File: src/rtl/tns_pkg.sv
package tns_pkg;

	// Default sizes
	localparam int QUEUE_SLOTS_DEF  = 4;
	localparam int MELODY_DEPTH_DEF = 64;

	// Configuration port
	localparam int APB_AW = 3;
	localparam int APB_DW = 32;
	localparam logic REG_MELODY_LENGTH = 1'b0;

	// Fixed field widths
	localparam int FREQ_W = 20;
	localparam int AMP_W  = 16;
	localparam int DUR_W  = 16;
	localparam int LEN_W  = 7;

	localparam logic [AMP_W-1:0] AMP_ONE = 16'h8000;

	// Mode codes
	localparam logic MODE_SONG   = 1'b0;
	localparam logic MODE_MANUAL = 1'b1;

	// Reported playback state codes
	localparam logic [1:0] PLAY_IDLE    = 2'd0;
	localparam logic [1:0] PLAY_PLAYING = 2'd1;
	localparam logic [1:0] PLAY_PAUSED  = 2'd2;

	typedef enum logic [2:0] {
		OP_TICK    = 3'd0,
		OP_ENQUEUE = 3'd1,
		OP_PLAY    = 3'd2,
		OP_STOP    = 3'd3,
		OP_PAUSE   = 3'd4,
		OP_RESUME  = 3'd5,
		OP_LOAD    = 3'd6,
		OP_SET_AMP = 3'd7
	} op_t;

	typedef enum logic [2:0] {
		PS_IDLE    = 3'b001,
		PS_PLAYING = 3'b010,
		PS_PAUSED  = 3'b100
	} pstate_t;

	typedef struct packed {
		op_t              operation;
		logic [FREQ_W-1:0] frequency;
		logic [AMP_W-1:0]  amplitude;
		logic [DUR_W-1:0]  duration;
		logic [5:0]        note_slot;
	} cmd_t;

	typedef struct packed {
		logic [1:0]        play_state;
		logic              play_mode;
		logic              tone_on;
		logic [FREQ_W-1:0] current_frequency;
		logic [AMP_W-1:0]  current_amplitude;
		logic [5:0]        note_position;
		logic              accepted;
		logic [1:0]        queued;
		logic [31:0]       tick_count;
	} result_t;

	typedef struct packed {
		logic [FREQ_W-1:0] freq;
		logic [DUR_W-1:0]  dur;
	} note_t;

	typedef struct packed {
		logic [FREQ_W-1:0] freq;
		logic [AMP_W-1:0]  amp;
		logic [DUR_W-1:0]  dur;
	} tone_t;

	typedef struct packed {
		logic push;
		logic pop;
		logic flush;
	} ring_ctrl_t;

	typedef struct packed {
		logic full;
		logic empty;
	} ring_stat_t;

endpackage

File: src/rtl/tns_melody_mem.sv
module tns_melody_mem #(
	parameter int MELODY_DEPTH = tns_pkg::MELODY_DEPTH_DEF,
	parameter int PW = $clog2(MELODY_DEPTH)
) (
	input  logic            clk,
	input  logic            wr_en,
	input  logic [PW-1:0]   wr_addr,
	input  tns_pkg::note_t  wr_note,
	input  logic [PW-1:0]   rd_addr,
	output tns_pkg::note_t  next_note,
	output tns_pkg::note_t  first_note
);
	import tns_pkg::*;

	note_t mem_q [MELODY_DEPTH];
	note_t next_q;
	note_t first_q;

	// Write the store; fetch the following note and the first note, passing a same-cycle write through
	always_ff @(posedge clk) begin
		if (wr_en) begin
			mem_q[wr_addr] <= wr_note;
		end
		next_q  <= (wr_en && (wr_addr == rd_addr)) ? wr_note : mem_q[rd_addr];
		first_q <= (wr_en && (wr_addr == '0)) ? wr_note : mem_q[0];
	end

	assign next_note  = next_q;
	assign first_note = first_q;

endmodule

File: src/rtl/tns_ring.sv
module tns_ring #(
	parameter int QUEUE_SLOTS = tns_pkg::QUEUE_SLOTS_DEF,
	parameter int QW = $clog2(QUEUE_SLOTS)
) (
	input  logic                 clk,
	input  logic                 arst_n,
	input  tns_pkg::ring_ctrl_t  ctrl,
	input  tns_pkg::tone_t       push_tone,
	output tns_pkg::tone_t       pop_tone,
	output tns_pkg::ring_stat_t  stat,
	output logic [QW-1:0]        count
);
	import tns_pkg::*;

	tone_t         slot_q [QUEUE_SLOTS];
	logic [QW-1:0] head_q;
	logic [QW-1:0] tail_q;
	logic [QW-1:0] head_inc;
	logic [QW-1:0] tail_inc;
	logic [QW:0]   diff;

	// Step an index round the ring
	assign head_inc = (head_q == QW'(QUEUE_SLOTS - 1)) ? '0 : head_q + QW'(1);
	assign tail_inc = (tail_q == QW'(QUEUE_SLOTS - 1)) ? '0 : tail_q + QW'(1);

	// Status: one slot always kept free
	assign stat.full  = (head_inc == tail_q);
	assign stat.empty = (head_q == tail_q);

	assign diff  = (head_q >= tail_q) ? {1'b0, head_q} - {1'b0, tail_q}
		: {1'b0, head_q} + (QW+1)'(QUEUE_SLOTS) - {1'b0, tail_q};
	assign count = diff[QW-1:0];

	assign pop_tone = slot_q[tail_q];

	// Advance the pointers; flush empties the ring
	always_ff @(posedge clk or negedge arst_n) begin
		if (!arst_n) begin
			head_q <= '0;
			tail_q <= '0;
		end else if (ctrl.flush) begin
			head_q <= '0;
			tail_q <= '0;
		end else begin
			if (ctrl.push && !stat.full) begin
				head_q <= head_inc;
			end
			if (ctrl.pop && !stat.empty) begin
				tail_q <= tail_inc;
			end
		end
	end

	// Hold the queued tones
	always_ff @(posedge clk) begin
		if (ctrl.push && !stat.full) begin
			slot_q[head_q] <= push_tone;
		end
	end

endmodule

File: src/rtl/tone_note_sequencer.sv
// The result strobe done rises in the cycle after start is taken.
// Throughput: one item every cycle; busy stays low, as every op is worked out combinationally
// between the command and the state registers.
// Reset: arst_n clears playback state, ring pointers, tick counter and melody_length;
// the melody store and ring slots hold garbage until written. Results cannot be stalled.
module tone_note_sequencer #(
	parameter int QUEUE_SLOTS  = tns_pkg::QUEUE_SLOTS_DEF,
	parameter int MELODY_DEPTH = tns_pkg::MELODY_DEPTH_DEF
) (
	input  logic                          clk,
	input  logic                          arst_n,
	input  logic                          start,
	output logic                          busy,
	input  tns_pkg::cmd_t                 cmd,
	output logic                          done,
	output tns_pkg::result_t              result,
	input  logic                          psel,
	input  logic                          penable,
	input  logic                          pwrite,
	input  logic [tns_pkg::APB_AW-1:0]    paddr,
	input  logic [tns_pkg::APB_DW-1:0]    pwdata,
	output logic [tns_pkg::APB_DW-1:0]    prdata,
	output logic                          pready
);
	import tns_pkg::*;

	localparam int PW = $clog2(MELODY_DEPTH);
	localparam int QW = $clog2(QUEUE_SLOTS);
	localparam int LW = (PW + 1 > LEN_W) ? PW + 1 : LEN_W;

	// State registers
	pstate_t           state_q, state_d;
	logic              mode_q, mode_d;
	logic              present_q, present_d;
	logic              oe_q, oe_d;
	logic [FREQ_W-1:0] freq_q, freq_d;
	logic [AMP_W-1:0]  amp_q, amp_d;
	logic [PW-1:0]     pos_q, pos_d;
	logic [DUR_W-1:0]  tl_q, tl_d;
	logic [31:0]       tick_q, tick_d;
	logic [LEN_W-1:0]  len_q, len_d;
	logic              acc_q, acc_d;
	logic              done_q;

	logic              accept;
	logic              cfg_wr;
	logic [AMP_W-1:0]  amp_sat;
	logic [DUR_W-1:0]  tl_dec;
	logic [LW-1:0]     eff_len;
	logic [PW-1:0]     pos_next;
	logic [LW-1:0]     slot_ext;
	logic              mem_we;
	note_t             next_note;
	note_t             first_note;
	ring_ctrl_t        ring_ctrl;
	ring_stat_t        ring_stat;
	tone_t             push_tone;
	tone_t             pop_tone;
	logic [QW-1:0]     ring_count;
	logic [1:0]        state_code;

	// Melody position after the current one, wrapping at the usable length
	function automatic logic [PW-1:0] wrap_next(input logic [PW-1:0] pos,
		input logic [LEN_W-1:0] len);
		logic [LW-1:0] eff;
		logic [LW-1:0] inc;
		eff = (LW'(len) > LW'(MELODY_DEPTH)) ? LW'(MELODY_DEPTH) : LW'(len);
		inc = LW'(pos) + LW'(1);
		wrap_next = (inc >= eff) ? '0 : inc[PW-1:0];
	endfunction

	assign busy   = 1'b0;
	assign accept = start && !busy;
	assign pready = 1'b1;

	// Configuration register
	assign cfg_wr = psel && penable && pwrite && pready;
	assign len_d  = (cfg_wr && (paddr[2] == REG_MELODY_LENGTH)) ? pwdata[LEN_W-1:0] : len_q;
	assign prdata = (paddr[2] == REG_MELODY_LENGTH) ? {{(APB_DW-LEN_W){1'b0}}, len_q} : '0;

	assign amp_sat  = (cmd.amplitude > AMP_ONE) ? AMP_ONE : cmd.amplitude;
	assign tl_dec   = (tl_q != '0) ? tl_q - DUR_W'(1) : '0;
	assign eff_len  = (LW'(len_q) > LW'(MELODY_DEPTH)) ? LW'(MELODY_DEPTH) : LW'(len_q);
	assign pos_next = wrap_next(pos_q, len_q);
	assign slot_ext = LW'(cmd.note_slot);

	assign push_tone.freq = cmd.frequency;
	assign push_tone.amp  = amp_sat;
	assign push_tone.dur  = cmd.duration;

	// Work out the state after one command
	always_comb begin
		state_d   = state_q;
		mode_d    = mode_q;
		present_d = present_q;
		oe_d      = oe_q;
		freq_d    = freq_q;
		amp_d     = amp_q;
		pos_d     = pos_q;
		tl_d      = tl_q;
		tick_d    = tick_q;
		acc_d     = 1'b0;
		ring_ctrl = '0;
		mem_we    = 1'b0;
		if (accept) begin
			unique case (cmd.operation)
				OP_TICK: begin
					tick_d = tick_q + 32'd1;
					if (state_q == PS_PLAYING) begin
						if (mode_q == MODE_SONG) begin
							if (present_q && (eff_len != '0)) begin
								tl_d = tl_dec;
								if (tl_dec == '0) begin
									pos_d  = pos_next;
									freq_d = next_note.freq;
									oe_d   = (next_note.freq != '0);
									tl_d   = next_note.dur;
								end
							end
						end else begin
							tl_d = tl_dec;
							if (tl_dec == '0) begin
								if (!ring_stat.empty) begin
									ring_ctrl.pop = 1'b1;
									amp_d  = pop_tone.amp;
									tl_d   = pop_tone.dur;
									freq_d = pop_tone.freq;
									oe_d   = (pop_tone.freq != '0);
								end else begin
									freq_d = '0;
									oe_d   = 1'b0;
								end
							end
						end
					end
				end
				OP_ENQUEUE: begin
					if (!ring_stat.full) begin
						ring_ctrl.push = 1'b1;
						if (mode_q != MODE_MANUAL) begin
							present_d = 1'b0;
							mode_d    = MODE_MANUAL;
						end
						state_d = PS_PLAYING;
						acc_d   = 1'b1;
					end
				end
				OP_PLAY: begin
					ring_ctrl.flush = 1'b1;
					present_d = 1'b1;
					amp_d     = amp_sat;
					mode_d    = MODE_SONG;
					pos_d     = '0;
					if (eff_len != '0) begin
						freq_d  = first_note.freq;
						oe_d    = (first_note.freq != '0);
						tl_d    = first_note.dur;
						state_d = PS_PLAYING;
					end else begin
						freq_d  = '0;
						oe_d    = 1'b0;
						state_d = PS_IDLE;
					end
				end
				OP_STOP: begin
					ring_ctrl.flush = 1'b1;
					present_d = 1'b0;
					tl_d      = '0;
					freq_d    = '0;
					oe_d      = 1'b0;
					state_d   = PS_IDLE;
				end
				OP_PAUSE: begin
					if (state_q == PS_PLAYING) begin
						oe_d    = 1'b0;
						state_d = PS_PAUSED;
					end
				end
				OP_RESUME: begin
					if (state_q == PS_PAUSED) begin
						if (freq_q != '0) begin
							oe_d = 1'b1;
						end
						state_d = PS_PLAYING;
					end
				end
				OP_LOAD: begin
					mem_we = (slot_ext < LW'(MELODY_DEPTH));
				end
				OP_SET_AMP: begin
					amp_d = amp_sat;
				end
				default: begin
					amp_d = amp_q;
				end
			endcase
		end
	end

	// Update state and raise the result strobe
	always_ff @(posedge clk or negedge arst_n) begin
		if (!arst_n) begin
			state_q   <= PS_IDLE;
			mode_q    <= MODE_SONG;
			present_q <= 1'b0;
			oe_q      <= 1'b0;
			freq_q    <= '0;
			amp_q     <= '0;
			pos_q     <= '0;
			tl_q      <= '0;
			tick_q    <= '0;
			len_q     <= '0;
			acc_q     <= 1'b0;
			done_q    <= 1'b0;
		end else begin
			state_q   <= state_d;
			mode_q    <= mode_d;
			present_q <= present_d;
			oe_q      <= oe_d;
			freq_q    <= freq_d;
			amp_q     <= amp_d;
			pos_q     <= pos_d;
			tl_q      <= tl_d;
			tick_q    <= tick_d;
			len_q     <= len_d;
			acc_q     <= acc_d;
			done_q    <= accept;
		end
	end

	// Melody store, fetching ahead the note that follows the next position
	tns_melody_mem #(
		.MELODY_DEPTH(MELODY_DEPTH),
		.PW(PW)
	) u_melody (
		.clk       (clk),
		.wr_en     (mem_we),
		.wr_addr   (slot_ext[PW-1:0]),
		.wr_note   ({cmd.frequency, cmd.duration}),
		.rd_addr   (wrap_next(pos_d, len_d)),
		.next_note (next_note),
		.first_note(first_note)
	);

	// Manual tone ring
	tns_ring #(
		.QUEUE_SLOTS(QUEUE_SLOTS),
		.QW(QW)
	) u_ring (
		.clk      (clk),
		.arst_n   (arst_n),
		.ctrl     (ring_ctrl),
		.push_tone(push_tone),
		.pop_tone (pop_tone),
		.stat     (ring_stat),
		.count    (ring_count)
	);

	// Map the one-hot state to its reported code
	always_comb begin
		unique case (state_q)
			PS_IDLE:    state_code = PLAY_IDLE;
			PS_PLAYING: state_code = PLAY_PLAYING;
			PS_PAUSED:  state_code = PLAY_PAUSED;
			default:    state_code = PLAY_IDLE;
		endcase
	end

	// Present the result transfer
	assign done                     = done_q;
	assign result.play_state        = state_code;
	assign result.play_mode         = mode_q;
	assign result.tone_on           = oe_q;
	assign result.current_frequency = freq_q;
	assign result.current_amplitude = amp_q;
	assign result.note_position     = 6'(pos_q);
	assign result.accepted          = acc_q;
	assign result.queued            = 2'(ring_count);
	assign result.tick_count        = tick_q;

endmodule
File: config.mk
export PLATFORM = sky130hd
export DESIGN_NAME = tone_note_sequencer
export DESIGN_NICKNAME = d
export VERILOG_FILES = /design/src/rtl/tns_pkg.sv /design/src/rtl/tns_melody_mem.sv /design/src/rtl/tns_ring.sv /design/src/rtl/tone_note_sequencer.sv
export SDC_FILE = /design/constraint.sdc
export NUM_CORES = 2
export LEC_CHECK = 0
export ABC_AREA = 0
export BUFFER_PORTS_ARGS = -buffer_cell sky130_fd_sc_hd__buf_4
export CAP_MARGIN = 25
export CORE_ASPECT_RATIO = 1.2
export CORE_MARGIN = 10
export CORE_UTILIZATION = 31
export CTS_BUF_LIST = sky130_fd_sc_hd__clkbuf_4
export DETAILED_ROUTE_END_ITERATION = 7
export HOLD_SLACK_MARGIN = 0.12
export PLACE_DENSITY_LB_ADDON = 0.12
export SYNTH_ARGS = -nofsm -noshare
export SYNTH_HDL_FRONTEND = slang
export SYNTH_SLANG_ARGS = --single-unit
File: constraint.sdc
create_clock -name clk -period 6.52 [get_ports clk]
set_clock_uncertainty 0.2 [all_clocks]
set_input_delay 0.978 -clock clk [delete_from_list [all_inputs] [get_ports clk]]
set_output_delay 0.978 -clock clk [all_outputs]
set_load 0.01 [all_outputs]
Word-level counts from Yosys, hierarchy flattened
Memories as Yosys holds them, arrays and structs flattened. A register that Yosys moved wholly into a read port is not among the register bits.
Index checks and enable logic that the tools add are counted.
Cells by class
  $add $sub $neg: 9
  $lt $le $gt $ge: 7
  eq/ne operators: 24
  multiplexer cells: 80
  bitwise logic cells: 1
  reductions and logical operators: 34
Operators with widths (number)
  $mux 16: 13
  $mux 20: 7
  $reduce_bool 20->1: 4
  $pmux 20 s3: 1
  $pmux 16 s3: 1
  $mux 6: 7
  $add 32x1->32 const B: 1
  $pmux 16 s2: 1
  $mux 1: 28
  $mux 7: 4
  $ne 2x2->1 const B: 10
  $gt 16x16->1 const B: 1
  $logic_not 16->1: 1
  $mux 2: 8
  $reduce_bool 16->1: 1
  $sub 16x1->16 const B: 1
  $eq 3x3->1 const B: 5
  $pmux 3 s5: 1
  $reduce_and 5->1: 3
  $add 6x1->7 const B: 2
  $ge 7x7->1: 2
  $gt 7x7->1 const B: 2
  $mux 3: 4
  $pmux 6 s2: 1
  other kinds (27): 46
Storage, ports and cells
  bits in registers: 109
  RAM bits: 2512
  input port bits: 102
  output and inout port bits: 116
  logic and storage cells: 171
  memories kept: 2
Memory list
  u_melody.mem_q: words 64, width 36, read ports 2, clocked after memory_dff 2, wr ports 1, line tns_melody_mem.sv:15  | note_t mem_q [MELODY_DEPTH];
  u_ring.slot_q: words 4, width 52, read ports 1, clocked after memory_dff 0, wr ports 1, line tns_ring.sv:15  | tone_t slot_q [QUEUE_SLOTS];

Longest topological paths before layout
  word-level depth: 13
  gate-level depth with buffers: 22
  mapped depth without buffers: 22

Cells and area by module
A second synthesis with hierarchy kept.
Unflattened totals
  cell total of the unflattened synthesis: 4946
  area, all modules: 102666.0 um^2
By module, submodules not included
  tns_melody_mem: instances 1, cells each 3781, area an instance 87554.0 um^2, seq. area each 69306.5 um^2
  tns_ring: instances 1, cells each 325, area an instance 7917.6 um^2, seq. area each 6346.1 um^2
  tone_note_sequencer: instances 1, cells each 840, area an instance 7194.4 um^2, seq. area each 2628.8 um^2

Least setup slack after synthesis
OpenSTA, ideal clock, no wires.
  kind: input -> register
  from: input cmd[5] in the netlist's numbering
  to: memory u_melody.mem_q[37][0] in the netlist's numbering (enable)
  library setup time: 474 ps
  arrival: 4272 ps
  required time: 5846 ps
  path slack: 1573 ps
  stages: 4
  buffers on the path: 2
  path through: clkbuf_1 > or3b_2 > clkbuf_1 > nor3_1
On the way
  cells in the longest elaborated chain, start to end: 5
RTL lines
  start, declared: line tone_note_sequencer.sv:14  | input tns_pkg::cmd_t cmd,
  $lt 6x7->1: line tone_note_sequencer.sv:188  | mem_we = (slot_ext < LW'(MELODY_DEPTH));
  $mux 1: line tone_note_sequencer.sv:106  | unique case (cmd.operation)
  $mux 1: line tone_note_sequencer.sv:105  | if (accept) begin
  $mux 1: line tns_melody_mem.sv:21  | if (wr_en) begin
  $mux 1 (not written as such): line tns_melody_mem.sv:22  | mem_q[wr_addr] <= wr_note;
  end, declared: line tns_melody_mem.sv:15
Parallel ways exist; a longest one is shown, timed or not.

==> reports/results.ini <==
[clock_network]
clk_pin_slew_ps=60
clk_latency_ps=1330
cts_buffer_depth=4
cts-root-buf=clkbuf_4
cts_max_level=6
clock_sinks=2627
cts_setup_buffers=0
cts_tree=built
numCtsBuffers=670

[synthesis]
yosysWarnings=0
syn_area_per_cell_um2=21.6
async_flop_share=0.0415
synthCells=4747
ys.flop_type=edfxtp_1
yosysTopAreaCell=edfxtp_1
yosysUniqueCellTypes=81
synth_edf_count=2512
synth-seq-cells=2627
synth_area_leaders=edfxtp_1 (74%), mux4_2 (16%), dfrtp_1 (2.6%)
synth_top_area_frac=0.736
syn_area_um2=103000
ys_seq_area_frac=0.764

[global_routing]
grt_overflow=0
met2_usage=0.300
antenna_found_initial=38
use_met3=0.0303
grt_busiest_layer=met2
grt_util_met1=0.227
grt_pass1_wl_um=442000
track_usage=0.174
grt_max_degree=88
grt_pass1_vias=56900

[final_layout]
final_layout_size_suffix_gt1_frac=0.366
finish.utilization=0.363
multi_input_area_um2=23500
nets=5742
seq_area_um2=78300
nFillCells=30700
final_common_cell=edfxtp_1
area_delta_synth_final_pct=16.6
most-common-layout-cells=edfxtp_1 (2512), clkbuf_4 (969), mux4_2 (709), buf_4 (326), nand2_1 (152)

[worst_hold_path]
holdPathStages=1
hold_path_class=flip-flop to flip-flop

[worst_setup_path]
cp-start-kind=flip-flop
cp_max_fo=6
critPathRequiredTime_ps=7590
worstPathArrival_ps=6820
reg2reg_depth=19
cp-end-kind=flip-flop
critPathKind=flip-flop to flip-flop

[detailed_routing]
ant_nets=0
vias_per_cell=5.12
first_pass_iters=5
drt_iter0_markers=4037
routed_wl_um=315000
vias=53100
drc=0
post_drt_wl_per_cell_um=30.4

[timing]
hold_viol=0
relSlewSlack=0.317
drv_slew=0
timing.final.crit_share=0.882
tightest_slew_ps=1020
setup_slack_ps=772
final.min_clock_period_ps=5750
fmax_mhz=174
setup_viol=0
rsz0062_at_grt=false
setup_tns_ps=0

[floorplan]
start_util=0.311
coreArea_um2=329000
die-area_um2=354000
num_rows=231
pin_count=218
die_h_um=650
die_x_um=545

[power]
p_per_area_nw_per_um2=304
pwr-share-comb=0.100
p_clk_frac=0.382
seqPwrFrac=0.519
p_int_mw=27.4
power_leakage_nw=38.2
ir_drop_mv=0.145
power.switching_mw=8.91
power_switching_share=0.245
total_power_mw=36.4

[placed_design]
preCtsSetupSlack_ps=804
portBuffers=163
dp_hpwl_um=187000
gp_congestion=0.799

[status]
status=completed

[flow_run]
cap_violations=0

## per-layer routing
| metal | part of all wire | vias up |
|---|---|---|
| met5 | 0.00017 | - |
| met4 | 0.023 | 8 |
| met3 | 0.055 | 507 |
| met2 | 0.51 | 1704 |
| met1 | 0.41 | 28800 |
| li1 | - | 22100 |
## registers in the layout, summed over array words and instances (netlist names), named ones only
name / flops
freq_q: 20
u_ring.tail_q: 2
oe_q: 1
mode_q: 1
u_ring.slot_q: 208
done: 1
tick_q: 32
u_ring.head_q: 2
acc_q: 1
present_q: 1
len_q: 7
u_melody.mem_q: 2304
tl_q: 16
amp_q: 16
pos_q: 6
state_q: 3
## synthesized netlist by cell type (all sizes together) (7+ instances only)
cell and number:
mux4 709, o22ai 15, xor2 12, nand4 13
a221oi 8, dfrtp 108, mux2 20, edfxtp 2512
and2 16, or2 7, nor2 173, o21ai 54
inv 23, buf 139, nand2 152, nor2b 35
nand3 37, a22o 9, a22oi 86, or4 11
mux2i 64, a211oi 10, or3 7, clkbuf 139
nor3 22, a31oi 15, xnor2 37, o221ai 14
a21oi 125, and4 8, nand2b 7, a21o 7
nor4 28, ha 26, and3 22
## critical path, stage by stage (launching register included)
cell and delay [ps]:
dfrtp_1 460, inv_1 90, ha_1 190, or4b_1 580, or2_1 350, o31ai_1 630, nand3_1 320, a2111oi_4 430
nor2_1 130, or2_2 350, ha_1 330, ha_1 290, a21o_1 160, a21o_1 170, a21o_1 170, a21o_1 170
a21o_1 180, a21oi_1 190, and2_1 160, mux2_4 140
## through the flow
step	hold slack, ps	std cells	area (um2)
2_1_floorplan	250	4772	103000
3_3_place_gp	261	9162	110000
3_5_place_dp	270	9164	110000
4_1_cts	131	10400	119000
5_1_grt	174	10400	120000
6_report	270	10400	120000
## cell type report
type / count / area share
Multi-Input combinational cell: 1842 / 0.197
Inverter: 25 / 0.000848
Tap cell: 4310 / 0.0451
Timing Repair Buffer: 448 / 0.0338
Clock inverter: 135 / 0.00742
Clock buffer: 969 / 0.0608
Antenna cell: 25 / 0.000523
Sequential cell: 2627 / 0.655
## what timing repair did
item | CTS | global route
endpoints found under the hold margin | 2656 | 0
setup endpoints to repair | 0 | 0
resized for setup | 0 | 0
hold buffers | 86 | 0
## cells by family after synthesis
logic type                 share of synthesized area
DFF                                            0.764
AOI/OAI and AO/OA                             0.0257
other                                      0.0000733
and+or+nand+nor                               0.0259
muxes                                          0.164
xor gates and xnor gates                     0.00426
buffers and inverters                         0.0131
adders and majority gates                    0.00317
## path summary, 6_finish.rpt
check	slack, ps	end	start
hold reg to reg	270	tick_q[31]$_DFFE_PN0P_	tick_q[31]$_DFFE_PN0P_
min in group asynchronous	510	state_q[2]$_DFFE_PN0P_	arst_n
max in group asynchronous	5040	tick_q[27]$_DFFE_PN0P_	arst_n
setup reg to reg	770	flip-flop	tl_q[0]$_DFFE_PN0P_
setup / recovery	770	flip-flop	tl_q[0]$_DFFE_PN0P_
hold / removal	270	tick_q[31]$_DFFE_PN0P_	tick_q[31]$_DFFE_PN0P_
## power by group through the flow
stage	combinational, mW	clock (mW)	sequential (mW)
6_report	3.62	13.9	18.9
5_1_grt	3.88	15.3	18.9
4_1_cts	3.69	14.4	18.9
3_5_place_dp	3.62	0	19.2
3_3_place_gp	3.62	0	19.2
2_1_floorplan	2.13	0	19.1
(Power assumes the default switching activity.)
